$ cat src/rtl/core/sat15alu_pkg.sv
`default_nettype none

package sat15alu_pkg;

    localparam int WORD_BITS_DEFAULT = 15;
    localparam int FUNC_BITS = 7;

    localparam logic [FUNC_BITS-1:0] CMD_ADD = 7'h1E;
    localparam logic [FUNC_BITS-1:0] CMD_SUB = 7'h1F;
    localparam logic [FUNC_BITS-1:0] CMD_DIV = 7'h20;
    localparam logic [FUNC_BITS-1:0] CMD_MUL = 7'h21;

    // operation class carried down the pipeline
    localparam int KIND_BITS = 3;
    localparam logic [KIND_BITS-1:0] KIND_FAULT   = 3'd0;
    localparam logic [KIND_BITS-1:0] KIND_ADD_SUB = 3'd1;
    localparam logic [KIND_BITS-1:0] KIND_DIV     = 3'd2;
    localparam logic [KIND_BITS-1:0] KIND_MUL     = 3'd3;
    localparam logic [KIND_BITS-1:0] KIND_INVALID = 3'd4;

endpackage

`default_nettype wire

$ cat src/rtl/core/sat15alu_if.sv
`default_nettype none

interface sat15alu_in_if #(
    parameter int WORD_BITS = sat15alu_pkg::WORD_BITS_DEFAULT
) ();
    logic                               valid;
    logic                               ready;
    logic [sat15alu_pkg::FUNC_BITS-1:0] func;
    logic [WORD_BITS-1:0]               acc_value;
    logic [WORD_BITS-1:0]               memory_word;
    logic                               memory_fault;

    modport source (
        output valid, func, acc_value, memory_word, memory_fault,
        input  ready
    );
    modport sink (
        input  valid, func, acc_value, memory_word, memory_fault,
        output ready
    );
endinterface

interface sat15alu_out_if #(
    parameter int WORD_BITS = sat15alu_pkg::WORD_BITS_DEFAULT
) ();
    logic                 valid;
    logic                 ready;
    logic [WORD_BITS-1:0] acc_result;
    logic                 acc_write;
    logic                 overflow_flag;
    logic                 div_zero_flag;
    logic                 mem_fault_flag;
    logic                 invalid_cmd_flag;

    modport source (
        output valid, acc_result, acc_write, overflow_flag, div_zero_flag,
               mem_fault_flag, invalid_cmd_flag,
        input  ready
    );
    modport sink (
        input  valid, acc_result, acc_write, overflow_flag, div_zero_flag,
               mem_fault_flag, invalid_cmd_flag,
        output ready
    );
endinterface

`default_nettype wire

$ cat src/rtl/core/sat15alu_front.sv
`default_nettype none

module sat15alu_front #(
    parameter int WORD_BITS = sat15alu_pkg::WORD_BITS_DEFAULT
) (
    input  wire logic   clk,
    input  wire logic   rst_n,
    sat15alu_in_if.sink req,
    input  wire logic   down_ready,
    output logic        stage_valid,
    output logic [sat15alu_pkg::KIND_BITS + 2 + 7*WORD_BITS - 1:0] stage_data
);

    localparam int W = WORD_BITS;

    typedef struct packed {
        logic [sat15alu_pkg::KIND_BITS-1:0] kind;
        logic                               neg;
        logic                               ovf;
        logic [W-1:0]                       acc;
        logic [W-1:0]                       sum;
        logic [2*W-1:0]                     prod;
        logic [W-1:0]                       dvs;
        logic [W-1:0]                       rem;
        logic [W-1:0]                       dq;
    } stage_t;

    localparam logic [W-1:0] MAX_WORD = {1'b0, {(W-1){1'b1}}};
    localparam logic [W-1:0] MIN_WORD = {1'b1, {(W-1){1'b0}}};

    logic           valid_reg;
    logic           valid_next;
    stage_t         data_reg;
    stage_t         data_next;
    logic           take;
    logic [W-1:0]   a;
    logic [W-1:0]   b;
    logic [W-1:0]   mag_a;
    logic [W-1:0]   mag_b;
    logic           is_sub;
    logic [W-1:0]   sum_raw;
    logic           same;
    logic           ovf_as;

    assign req.ready = !valid_reg || down_ready;
    assign take      = req.valid && req.ready;

    assign a      = req.acc_value;
    assign b      = req.memory_word;
    assign mag_a  = a[W-1] ? (~a + 1'b1) : a;
    assign mag_b  = b[W-1] ? (~b + 1'b1) : b;
    assign is_sub = (req.func == sat15alu_pkg::CMD_SUB);
    assign sum_raw = is_sub ? (a - b) : (a + b);
    assign same    = is_sub ? (a[W-1] != b[W-1]) : (a[W-1] == b[W-1]);
    assign ovf_as  = same && (sum_raw[W-1] != a[W-1]);

    always_comb
    begin
        data_next.neg  = a[W-1] ^ b[W-1];
        data_next.ovf  = ovf_as;
        data_next.acc  = a;
        data_next.sum  = ovf_as ? (a[W-1] ? MIN_WORD : MAX_WORD) : sum_raw;
        data_next.prod = (2*W)'(mag_a) * (2*W)'(mag_b);
        data_next.dvs  = mag_b;
        data_next.rem  = '0;
        data_next.dq   = mag_a;
        if (req.memory_fault)
        begin
            data_next.kind = sat15alu_pkg::KIND_FAULT;
        end
        else
        begin
            case (req.func)
                sat15alu_pkg::CMD_ADD: data_next.kind = sat15alu_pkg::KIND_ADD_SUB;
                sat15alu_pkg::CMD_SUB: data_next.kind = sat15alu_pkg::KIND_ADD_SUB;
                sat15alu_pkg::CMD_DIV: data_next.kind = sat15alu_pkg::KIND_DIV;
                sat15alu_pkg::CMD_MUL: data_next.kind = sat15alu_pkg::KIND_MUL;
                default:               data_next.kind = sat15alu_pkg::KIND_INVALID;
            endcase
        end
    end

    assign valid_next = take || (valid_reg && !down_ready);

    always_ff @(posedge clk or negedge rst_n)
    begin
        if (!rst_n)
        begin
            valid_reg <= 1'b0;
        end
        else
        begin
            valid_reg <= valid_next;
        end
    end

    always_ff @(posedge clk)
    begin
        if (take)
        begin
            data_reg <= data_next;
        end
    end

    assign stage_valid = valid_reg;
    assign stage_data  = data_reg;

endmodule

`default_nettype wire

$ cat src/rtl/core/sat15alu_div_step.sv
`default_nettype none

module sat15alu_div_step #(
    parameter int WORD_BITS = sat15alu_pkg::WORD_BITS_DEFAULT
) (
    input  wire logic clk,
    input  wire logic rst_n,
    input  wire logic up_valid,
    input  wire logic [sat15alu_pkg::KIND_BITS + 2 + 7*WORD_BITS - 1:0] up_data,
    output logic      up_ready,
    input  wire logic down_ready,
    output logic      stage_valid,
    output logic [sat15alu_pkg::KIND_BITS + 2 + 7*WORD_BITS - 1:0] stage_data
);

    localparam int W = WORD_BITS;

    typedef struct packed {
        logic [sat15alu_pkg::KIND_BITS-1:0] kind;
        logic                               neg;
        logic                               ovf;
        logic [W-1:0]                       acc;
        logic [W-1:0]                       sum;
        logic [2*W-1:0]                     prod;
        logic [W-1:0]                       dvs;
        logic [W-1:0]                       rem;
        logic [W-1:0]                       dq;
    } stage_t;

    logic         valid_reg;
    logic         valid_next;
    stage_t       data_reg;
    stage_t       data_next;
    stage_t       cur;
    logic         take;
    logic [W:0]   trial;
    logic [W:0]   diff;
    logic         qbit;

    assign cur      = up_data;
    assign up_ready = !valid_reg || down_ready;
    assign take     = up_valid && up_ready;

    // one restoring step: shift in the next dividend bit, subtract if it fits
    assign trial = {cur.rem, cur.dq[W-1]};
    assign diff  = trial - {1'b0, cur.dvs};
    assign qbit  = !diff[W];

    always_comb
    begin
        data_next     = cur;
        data_next.rem = qbit ? diff[W-1:0] : trial[W-1:0];
        data_next.dq  = {cur.dq[W-2:0], qbit};
    end

    assign valid_next = take || (valid_reg && !down_ready);

    always_ff @(posedge clk or negedge rst_n)
    begin
        if (!rst_n)
        begin
            valid_reg <= 1'b0;
        end
        else
        begin
            valid_reg <= valid_next;
        end
    end

    always_ff @(posedge clk)
    begin
        if (take)
        begin
            data_reg <= data_next;
        end
    end

    assign stage_valid = valid_reg;
    assign stage_data  = data_reg;

endmodule

`default_nettype wire

$ cat src/rtl/core/sat15alu_back.sv
`default_nettype none

module sat15alu_back #(
    parameter int WORD_BITS = sat15alu_pkg::WORD_BITS_DEFAULT
) (
    input  wire logic      clk,
    input  wire logic      rst_n,
    input  wire logic      up_valid,
    input  wire logic [sat15alu_pkg::KIND_BITS + 2 + 7*WORD_BITS - 1:0] up_data,
    output logic           up_ready,
    sat15alu_out_if.source rsp
);

    localparam int W = WORD_BITS;

    typedef struct packed {
        logic [sat15alu_pkg::KIND_BITS-1:0] kind;
        logic                               neg;
        logic                               ovf;
        logic [W-1:0]                       acc;
        logic [W-1:0]                       sum;
        logic [2*W-1:0]                     prod;
        logic [W-1:0]                       dvs;
        logic [W-1:0]                       rem;
        logic [W-1:0]                       dq;
    } stage_t;

    localparam logic [W-1:0]   MAX_WORD = {1'b0, {(W-1){1'b1}}};
    localparam logic [W-1:0]   MIN_WORD = {1'b1, {(W-1){1'b0}}};
    localparam logic [2*W-1:0] MIN_MAG  = {{(W+1){1'b0}}, {1'b1, {(W-2){1'b0}}}} << 1;
    localparam logic [2*W-1:0] MAX_MAG  = MIN_MAG - 1'b1;

    typedef struct packed {
        logic [W-1:0] acc_result;
        logic         acc_write;
        logic         overflow_flag;
        logic         div_zero_flag;
        logic         mem_fault_flag;
        logic         invalid_cmd_flag;
    } result_t;

    logic     valid_reg;
    logic     valid_next;
    result_t  res_reg;
    result_t  res_next;
    stage_t   cur;
    logic     take;
    logic     mul_sat;

    assign cur      = up_data;
    assign up_ready = !valid_reg || rsp.ready;
    assign take     = up_valid && up_ready;

    assign mul_sat = cur.neg ? (cur.prod > MIN_MAG) : (cur.prod > MAX_MAG);

    always_comb
    begin
        res_next = '0;
        res_next.acc_result = cur.acc;
        case (cur.kind)
            sat15alu_pkg::KIND_FAULT:
            begin
                res_next.mem_fault_flag = 1'b1;
            end
            sat15alu_pkg::KIND_ADD_SUB:
            begin
                res_next.acc_result    = cur.sum;
                res_next.acc_write     = 1'b1;
                res_next.overflow_flag = cur.ovf;
            end
            sat15alu_pkg::KIND_DIV:
            begin
                if (cur.dvs == '0)
                begin
                    res_next.div_zero_flag = 1'b1;
                end
                else
                begin
                    res_next.acc_result = cur.neg ? (~cur.dq + 1'b1) : cur.dq;
                    res_next.acc_write  = 1'b1;
                end
            end
            sat15alu_pkg::KIND_MUL:
            begin
                res_next.acc_write = 1'b1;
                if (mul_sat)
                begin
                    res_next.overflow_flag = 1'b1;
                    res_next.acc_result    = cur.neg ? MIN_WORD : MAX_WORD;
                end
                else
                begin
                    res_next.acc_result = cur.neg ? (~cur.prod[W-1:0] + 1'b1)
                                                  : cur.prod[W-1:0];
                end
            end
            default:
            begin
                res_next.invalid_cmd_flag = 1'b1;
            end
        endcase
    end

    assign valid_next = take || (valid_reg && !rsp.ready);

    always_ff @(posedge clk or negedge rst_n)
    begin
        if (!rst_n)
        begin
            valid_reg <= 1'b0;
        end
        else
        begin
            valid_reg <= valid_next;
        end
    end

    always_ff @(posedge clk)
    begin
        if (take)
        begin
            res_reg <= res_next;
        end
    end

    assign rsp.valid            = valid_reg;
    assign rsp.acc_result       = res_reg.acc_result;
    assign rsp.acc_write        = res_reg.acc_write;
    assign rsp.overflow_flag    = res_reg.overflow_flag;
    assign rsp.div_zero_flag    = res_reg.div_zero_flag;
    assign rsp.mem_fault_flag   = res_reg.mem_fault_flag;
    assign rsp.invalid_cmd_flag = res_reg.invalid_cmd_flag;

endmodule

`default_nettype wire

$ cat src/rtl/core/saturating_15bit_alu.sv
// throughput: one item per cycle while the output is not stalled; the divider is a
// chain of WORD_BITS pipeline stages resolving one quotient bit each, and every
// operation flows through it
// each stage holds its item under back-pressure and fills bubbles independently
// reset: rst_n asynchronous active low clears all stage valid bits, payload is not reset
`default_nettype none

module saturating_15bit_alu #(
    parameter int WORD_BITS = sat15alu_pkg::WORD_BITS_DEFAULT
) (
    input  wire logic      clk,
    input  wire logic      rst_n,
    sat15alu_in_if.sink    req,
    sat15alu_out_if.source rsp
);

    localparam int W  = WORD_BITS;
    localparam int DW = sat15alu_pkg::KIND_BITS + 2 + 7*W;

    logic          stage_valid [0:W];
    logic [DW-1:0] stage_data  [0:W];
    logic          stage_ready [0:W];

    sat15alu_front #(
        .WORD_BITS (W)
    ) u_front (
        .clk         (clk),
        .rst_n       (rst_n),
        .req         (req),
        .down_ready  (stage_ready[0]),
        .stage_valid (stage_valid[0]),
        .stage_data  (stage_data[0])
    );

    for (genvar k = 1; k <= W; k++)
    begin : g_div
        sat15alu_div_step #(
            .WORD_BITS (W)
        ) u_step (
            .clk         (clk),
            .rst_n       (rst_n),
            .up_valid    (stage_valid[k-1]),
            .up_data     (stage_data[k-1]),
            .up_ready    (stage_ready[k-1]),
            .down_ready  (stage_ready[k]),
            .stage_valid (stage_valid[k]),
            .stage_data  (stage_data[k])
        );
    end

    sat15alu_back #(
        .WORD_BITS (W)
    ) u_back (
        .clk      (clk),
        .rst_n    (rst_n),
        .up_valid (stage_valid[W]),
        .up_data  (stage_data[W]),
        .up_ready (stage_ready[W]),
        .rsp      (rsp)
    );

endmodule

`default_nettype wire

$ cat src/flat_wrapper.sv
// flat-port wrapper written by rule: the top's interface ports become plain ports
module saturating_15bit_alu_flat 
#(
    parameter int WORD_BITS = sat15alu_pkg::WORD_BITS_DEFAULT
)
  (clk, rst_n, req_valid, req_func, req_acc_value, req_memory_word, req_memory_fault, req_ready, rsp_valid, rsp_acc_result, rsp_acc_write, rsp_overflow_flag, rsp_div_zero_flag, rsp_mem_fault_flag, rsp_invalid_cmd_flag, rsp_ready);
  sat15alu_in_if #(.WORD_BITS(WORD_BITS)) req_i ();
  sat15alu_out_if #(.WORD_BITS(WORD_BITS)) rsp_i ();
  input  wire logic clk;
  input  wire logic rst_n;
  input wire logic [$bits(req_i.valid)-1:0] req_valid;
  input wire logic [$bits(req_i.func)-1:0] req_func;
  input wire logic [$bits(req_i.acc_value)-1:0] req_acc_value;
  input wire logic [$bits(req_i.memory_word)-1:0] req_memory_word;
  input wire logic [$bits(req_i.memory_fault)-1:0] req_memory_fault;
  output wire logic [$bits(req_i.ready)-1:0] req_ready;
  output wire logic [$bits(rsp_i.valid)-1:0] rsp_valid;
  output wire logic [$bits(rsp_i.acc_result)-1:0] rsp_acc_result;
  output wire logic [$bits(rsp_i.acc_write)-1:0] rsp_acc_write;
  output wire logic [$bits(rsp_i.overflow_flag)-1:0] rsp_overflow_flag;
  output wire logic [$bits(rsp_i.div_zero_flag)-1:0] rsp_div_zero_flag;
  output wire logic [$bits(rsp_i.mem_fault_flag)-1:0] rsp_mem_fault_flag;
  output wire logic [$bits(rsp_i.invalid_cmd_flag)-1:0] rsp_invalid_cmd_flag;
  input wire logic [$bits(rsp_i.ready)-1:0] rsp_ready;
  assign req_i.valid = req_valid;
  assign req_i.func = req_func;
  assign req_i.acc_value = req_acc_value;
  assign req_i.memory_word = req_memory_word;
  assign req_i.memory_fault = req_memory_fault;
  assign req_ready = req_i.ready;
  assign rsp_valid = rsp_i.valid;
  assign rsp_acc_result = rsp_i.acc_result;
  assign rsp_acc_write = rsp_i.acc_write;
  assign rsp_overflow_flag = rsp_i.overflow_flag;
  assign rsp_div_zero_flag = rsp_i.div_zero_flag;
  assign rsp_mem_fault_flag = rsp_i.mem_fault_flag;
  assign rsp_invalid_cmd_flag = rsp_i.invalid_cmd_flag;
  assign rsp_i.ready = rsp_ready;
  saturating_15bit_alu #(.WORD_BITS(WORD_BITS)) u_core (.clk(clk), .rst_n(rst_n), .req(req_i), .rsp(rsp_i));
endmodule
$ cat config.mk
export PLATFORM = sky130hd
export DESIGN_NAME = saturating_15bit_alu_flat
export DESIGN_NICKNAME = d
export VERILOG_FILES = /design/src/rtl/core/sat15alu_pkg.sv /design/src/rtl/core/sat15alu_if.sv /design/src/rtl/core/sat15alu_front.sv /design/src/rtl/core/sat15alu_div_step.sv /design/src/rtl/core/sat15alu_back.sv /design/src/rtl/core/saturating_15bit_alu.sv /design/src/flat_wrapper.sv
export SDC_FILE = /design/constraint.sdc
export NUM_CORES = 2
export LEC_CHECK = 0
export ABC_AREA = 1
export BUFFER_PORTS_ARGS = -buffer_cell sky130_fd_sc_hd__buf_2
export CAP_MARGIN = 20
export CORE_MARGIN = 5
export CORE_UTILIZATION = 35
export DETAILED_ROUTE_END_ITERATION = 8
export GPL_ROUTABILITY_DRIVEN = 0
export PLACE_DENSITY_LB_ADDON = 0.08
export SETUP_SLACK_MARGIN = 0.3
export SYNTH_ARGS = -nofsm -noshare
export SYNTH_HDL_FRONTEND = slang
export SYNTH_HIERARCHICAL = 1
export SYNTH_SLANG_ARGS = --single-unit
$ cat constraint.sdc
create_clock -name clk -period 13.8 [get_ports clk]
set_input_delay 0 -clock clk [delete_from_list [all_inputs] [get_ports clk]]
set_output_delay 0 -clock clk [all_outputs]
set_load 0.05 [all_outputs]
==> flow_summary.toml <==
[placed_design]
place.port_buffers = 63
post-dp-hpwl_mm = 156
dpl-instance-area_sq_mm = 0.0884

[critical_path]
slowest_delay_ns = 0.53
critPathKind = "in -> reg"
cp.arrival_ns = 7.48
cp_max_fo = 16
start_kind = "input pin"
crit_path_top_delay_cell = "dlygate4sd3_1"
crit_required_ns = 14.36
crit_top_cell = "nand2_1"
crit_path_end_kind = "flop"

[timing]
fin_crit_ns = 6.93
period_share_pct = 50.2
slew_viol_final = 0
setup_viol = 0
tns_ns = 0
worst_pin_slew_ns = 1.01
max_slew_margin_pct = 32.5
rsz0062_at_grt = "no"
skew_ns = 0.0407
hold_violations = 0
max_freq_ghz = 0.144

[die]
design.die.area_sq_mm = 0.250
initial_utilization_pct = 35.2
coreArea_sq_mm = 0.238
die_height_um = 500
io_pins = 64
die_width_um = 500
num_rows = 179

[grt]
grt_antenna_before_repair = 8
grt_pass1_wl_mm = 309
grt_use_total_pct = 16.2
grt_pass1_vias = 50200
overflow = 0
grt_max_degree = 64

[drt]
drc_errors = 0
routedWlPerCell_um = 18.4
vias = 49200
via_per_inst = 4.51
antenna_left = 0
dr.pass1.iters = 5
routed_wl_mm = 201
dr.first_iter.drc_count = 2944

[logic_synthesis]
yosysWarnings = 6
synth_area_per_cell_sq_um = 11.5
netlist_instances = 7292
synthesis.area_sq_mm = 0.0839

[status]
status = "finished clean"

[layout]
areaGrowthSynthToFinish_pct = 13.2
fin_util_pct = 39.8
largest_reg_flops = 1635
final_area_sq_mm = 0.0949
nNetsFinal = 8162
n_fill_cell = 22900
drive_above_1_share_pct = 9.46

[power]
p_leak_nw = 41.2
peakVddDrop_v = 0.000214
total_power_mw = 21.5
power_density_mw_per_mm2 = 226

[run]
max_cap_viol_count = 0

[clock_tree]
clockBufferDepth = 3
numCtsBuffers = 189
clk_latency_ns = 0.81
path_clk_slew_ns = 0.06
cts_resized = 0
clkSinkCount = 1766
postCtsSetupRepairBufs = 0
clockRootBuffer = "clkbuf_16"
cts_tree = "done"
htreeDepth = 4

[min_path]
hp-class = "in -> reg"
-- path summary, 6_finish.rpt --
path | depth (start not counted) | endpoint | slack (ns) | start
worst max register to register | 33 | u_core/g_div[1].u_step/stage_data[90]$_DFFE_PP_ | 8.80 | u_core/u_back/rsp.valid$_DFF_PN0_
max in group asynchronous | 4 | u_core/g_div[13].u_step/stage_valid$_DFF_PN0_ | 13.43 | rst_n
worst min-delay path | 2 | u_core/u_front/stage_data[91]$_DFFE_PP_ | 0.1 | req_acc_value[1]
min in group asynchronous | 4 | u_core/g_div[6].u_step/stage_valid$_DFF_PN0_ | 0.21 | rst_n
worst min register to register | 0 | u_core/g_div[6].u_step/stage_data[96]$_DFFE_PP_ | 0.39 | u_core/g_div[5].u_step/stage_data[96]$_DFFE_PP_
worst max-delay path | 32 | u_core/u_front/stage_data[72]$_DFFE_PP_ | 6.87 | req_memory_word[0]
-- area by class of cell --
| cell class | instances | area (sq um) | share of cell area [%] |
|---|---|---|---|
| sequential | 1766 | 52900 | 55.8 |
| inverter | 1230 | 4620 | 4.87 |
| multi-input combinational | 4263 | 26200 | 27.6 |
| clock inverter | 119 | 1120 | 1.18 |
| timing repair buffer | 149 | 1100 | 1.15 |
| tap | 3167 | 3960 | 4.17 |
| antenna | 4 | 10.0 | 0.0105 |
| clock buffer | 225 | 4930 | 5.19 |
-- per-layer routing --
layer / vias up / routed length [um] / GRT usage, %
met1: 23500 / 88100 / 20.7
met5: - / 0 / 0
li1: 24600 / - / -
met3: 288 / 6790 / 2.41
met4: 0 / 7420 / 5.66
met2: 834 / 98900 / 28.1
-- placed cells by master, fill, tap and decap left out, drive strengths merged, types with 57 or more instances in the layout --
cell	instances
a21oi	189
buf	100
clkbuf	225
clkinv	97
edfxtp	1749
fa	182
ha	339
inv	1234
nand2	2177
nand3	499
nand4	80
nor2	468
o21ai	57
xor2	106
-- worst max-delay path: cells and delay by family --
family / cells / cell delay [ns]
xor gates and xnor gates: 1 / 0.15
AOI/OAI and AO/OA: 2 / 0.32
buffers and inverters: 8 / 1.30
and+or+nand+nor: 13 / 2.18
adders and majority gates: 8 / 3.53
-- metrics by stage --
stage | instances | hold WS, ns | worst slack, ns
2_1_floorplan | 7306 | -0.296 | 5.63
3_3_place_gp | 10500 | 0.0240 | 6.70
3_5_place_dp | 10500 | 0.0271 | 6.67
4_1_cts | 10900 | 0.0233 | 6.98
5_1_grt | 10900 | 0.0726 | 6.45
6_report | 10900 | 0.0976 | 6.87
-- power by group --
| part | internal, mW | switching, mW |
|---|---|---|
| clock | 2.80 | 2.07 |
| combinational | 2.79 | 5.57 |
| sequential | 7.60 | 0.621 |
-- repair_timing --
item / CTS / global route
setup endpoints to repair: 0 / 0
hold buffers: 50 / 0
endpoints found under the hold margin: 125 / 0
No activity file was read; power rests on OpenSTA's default activity.
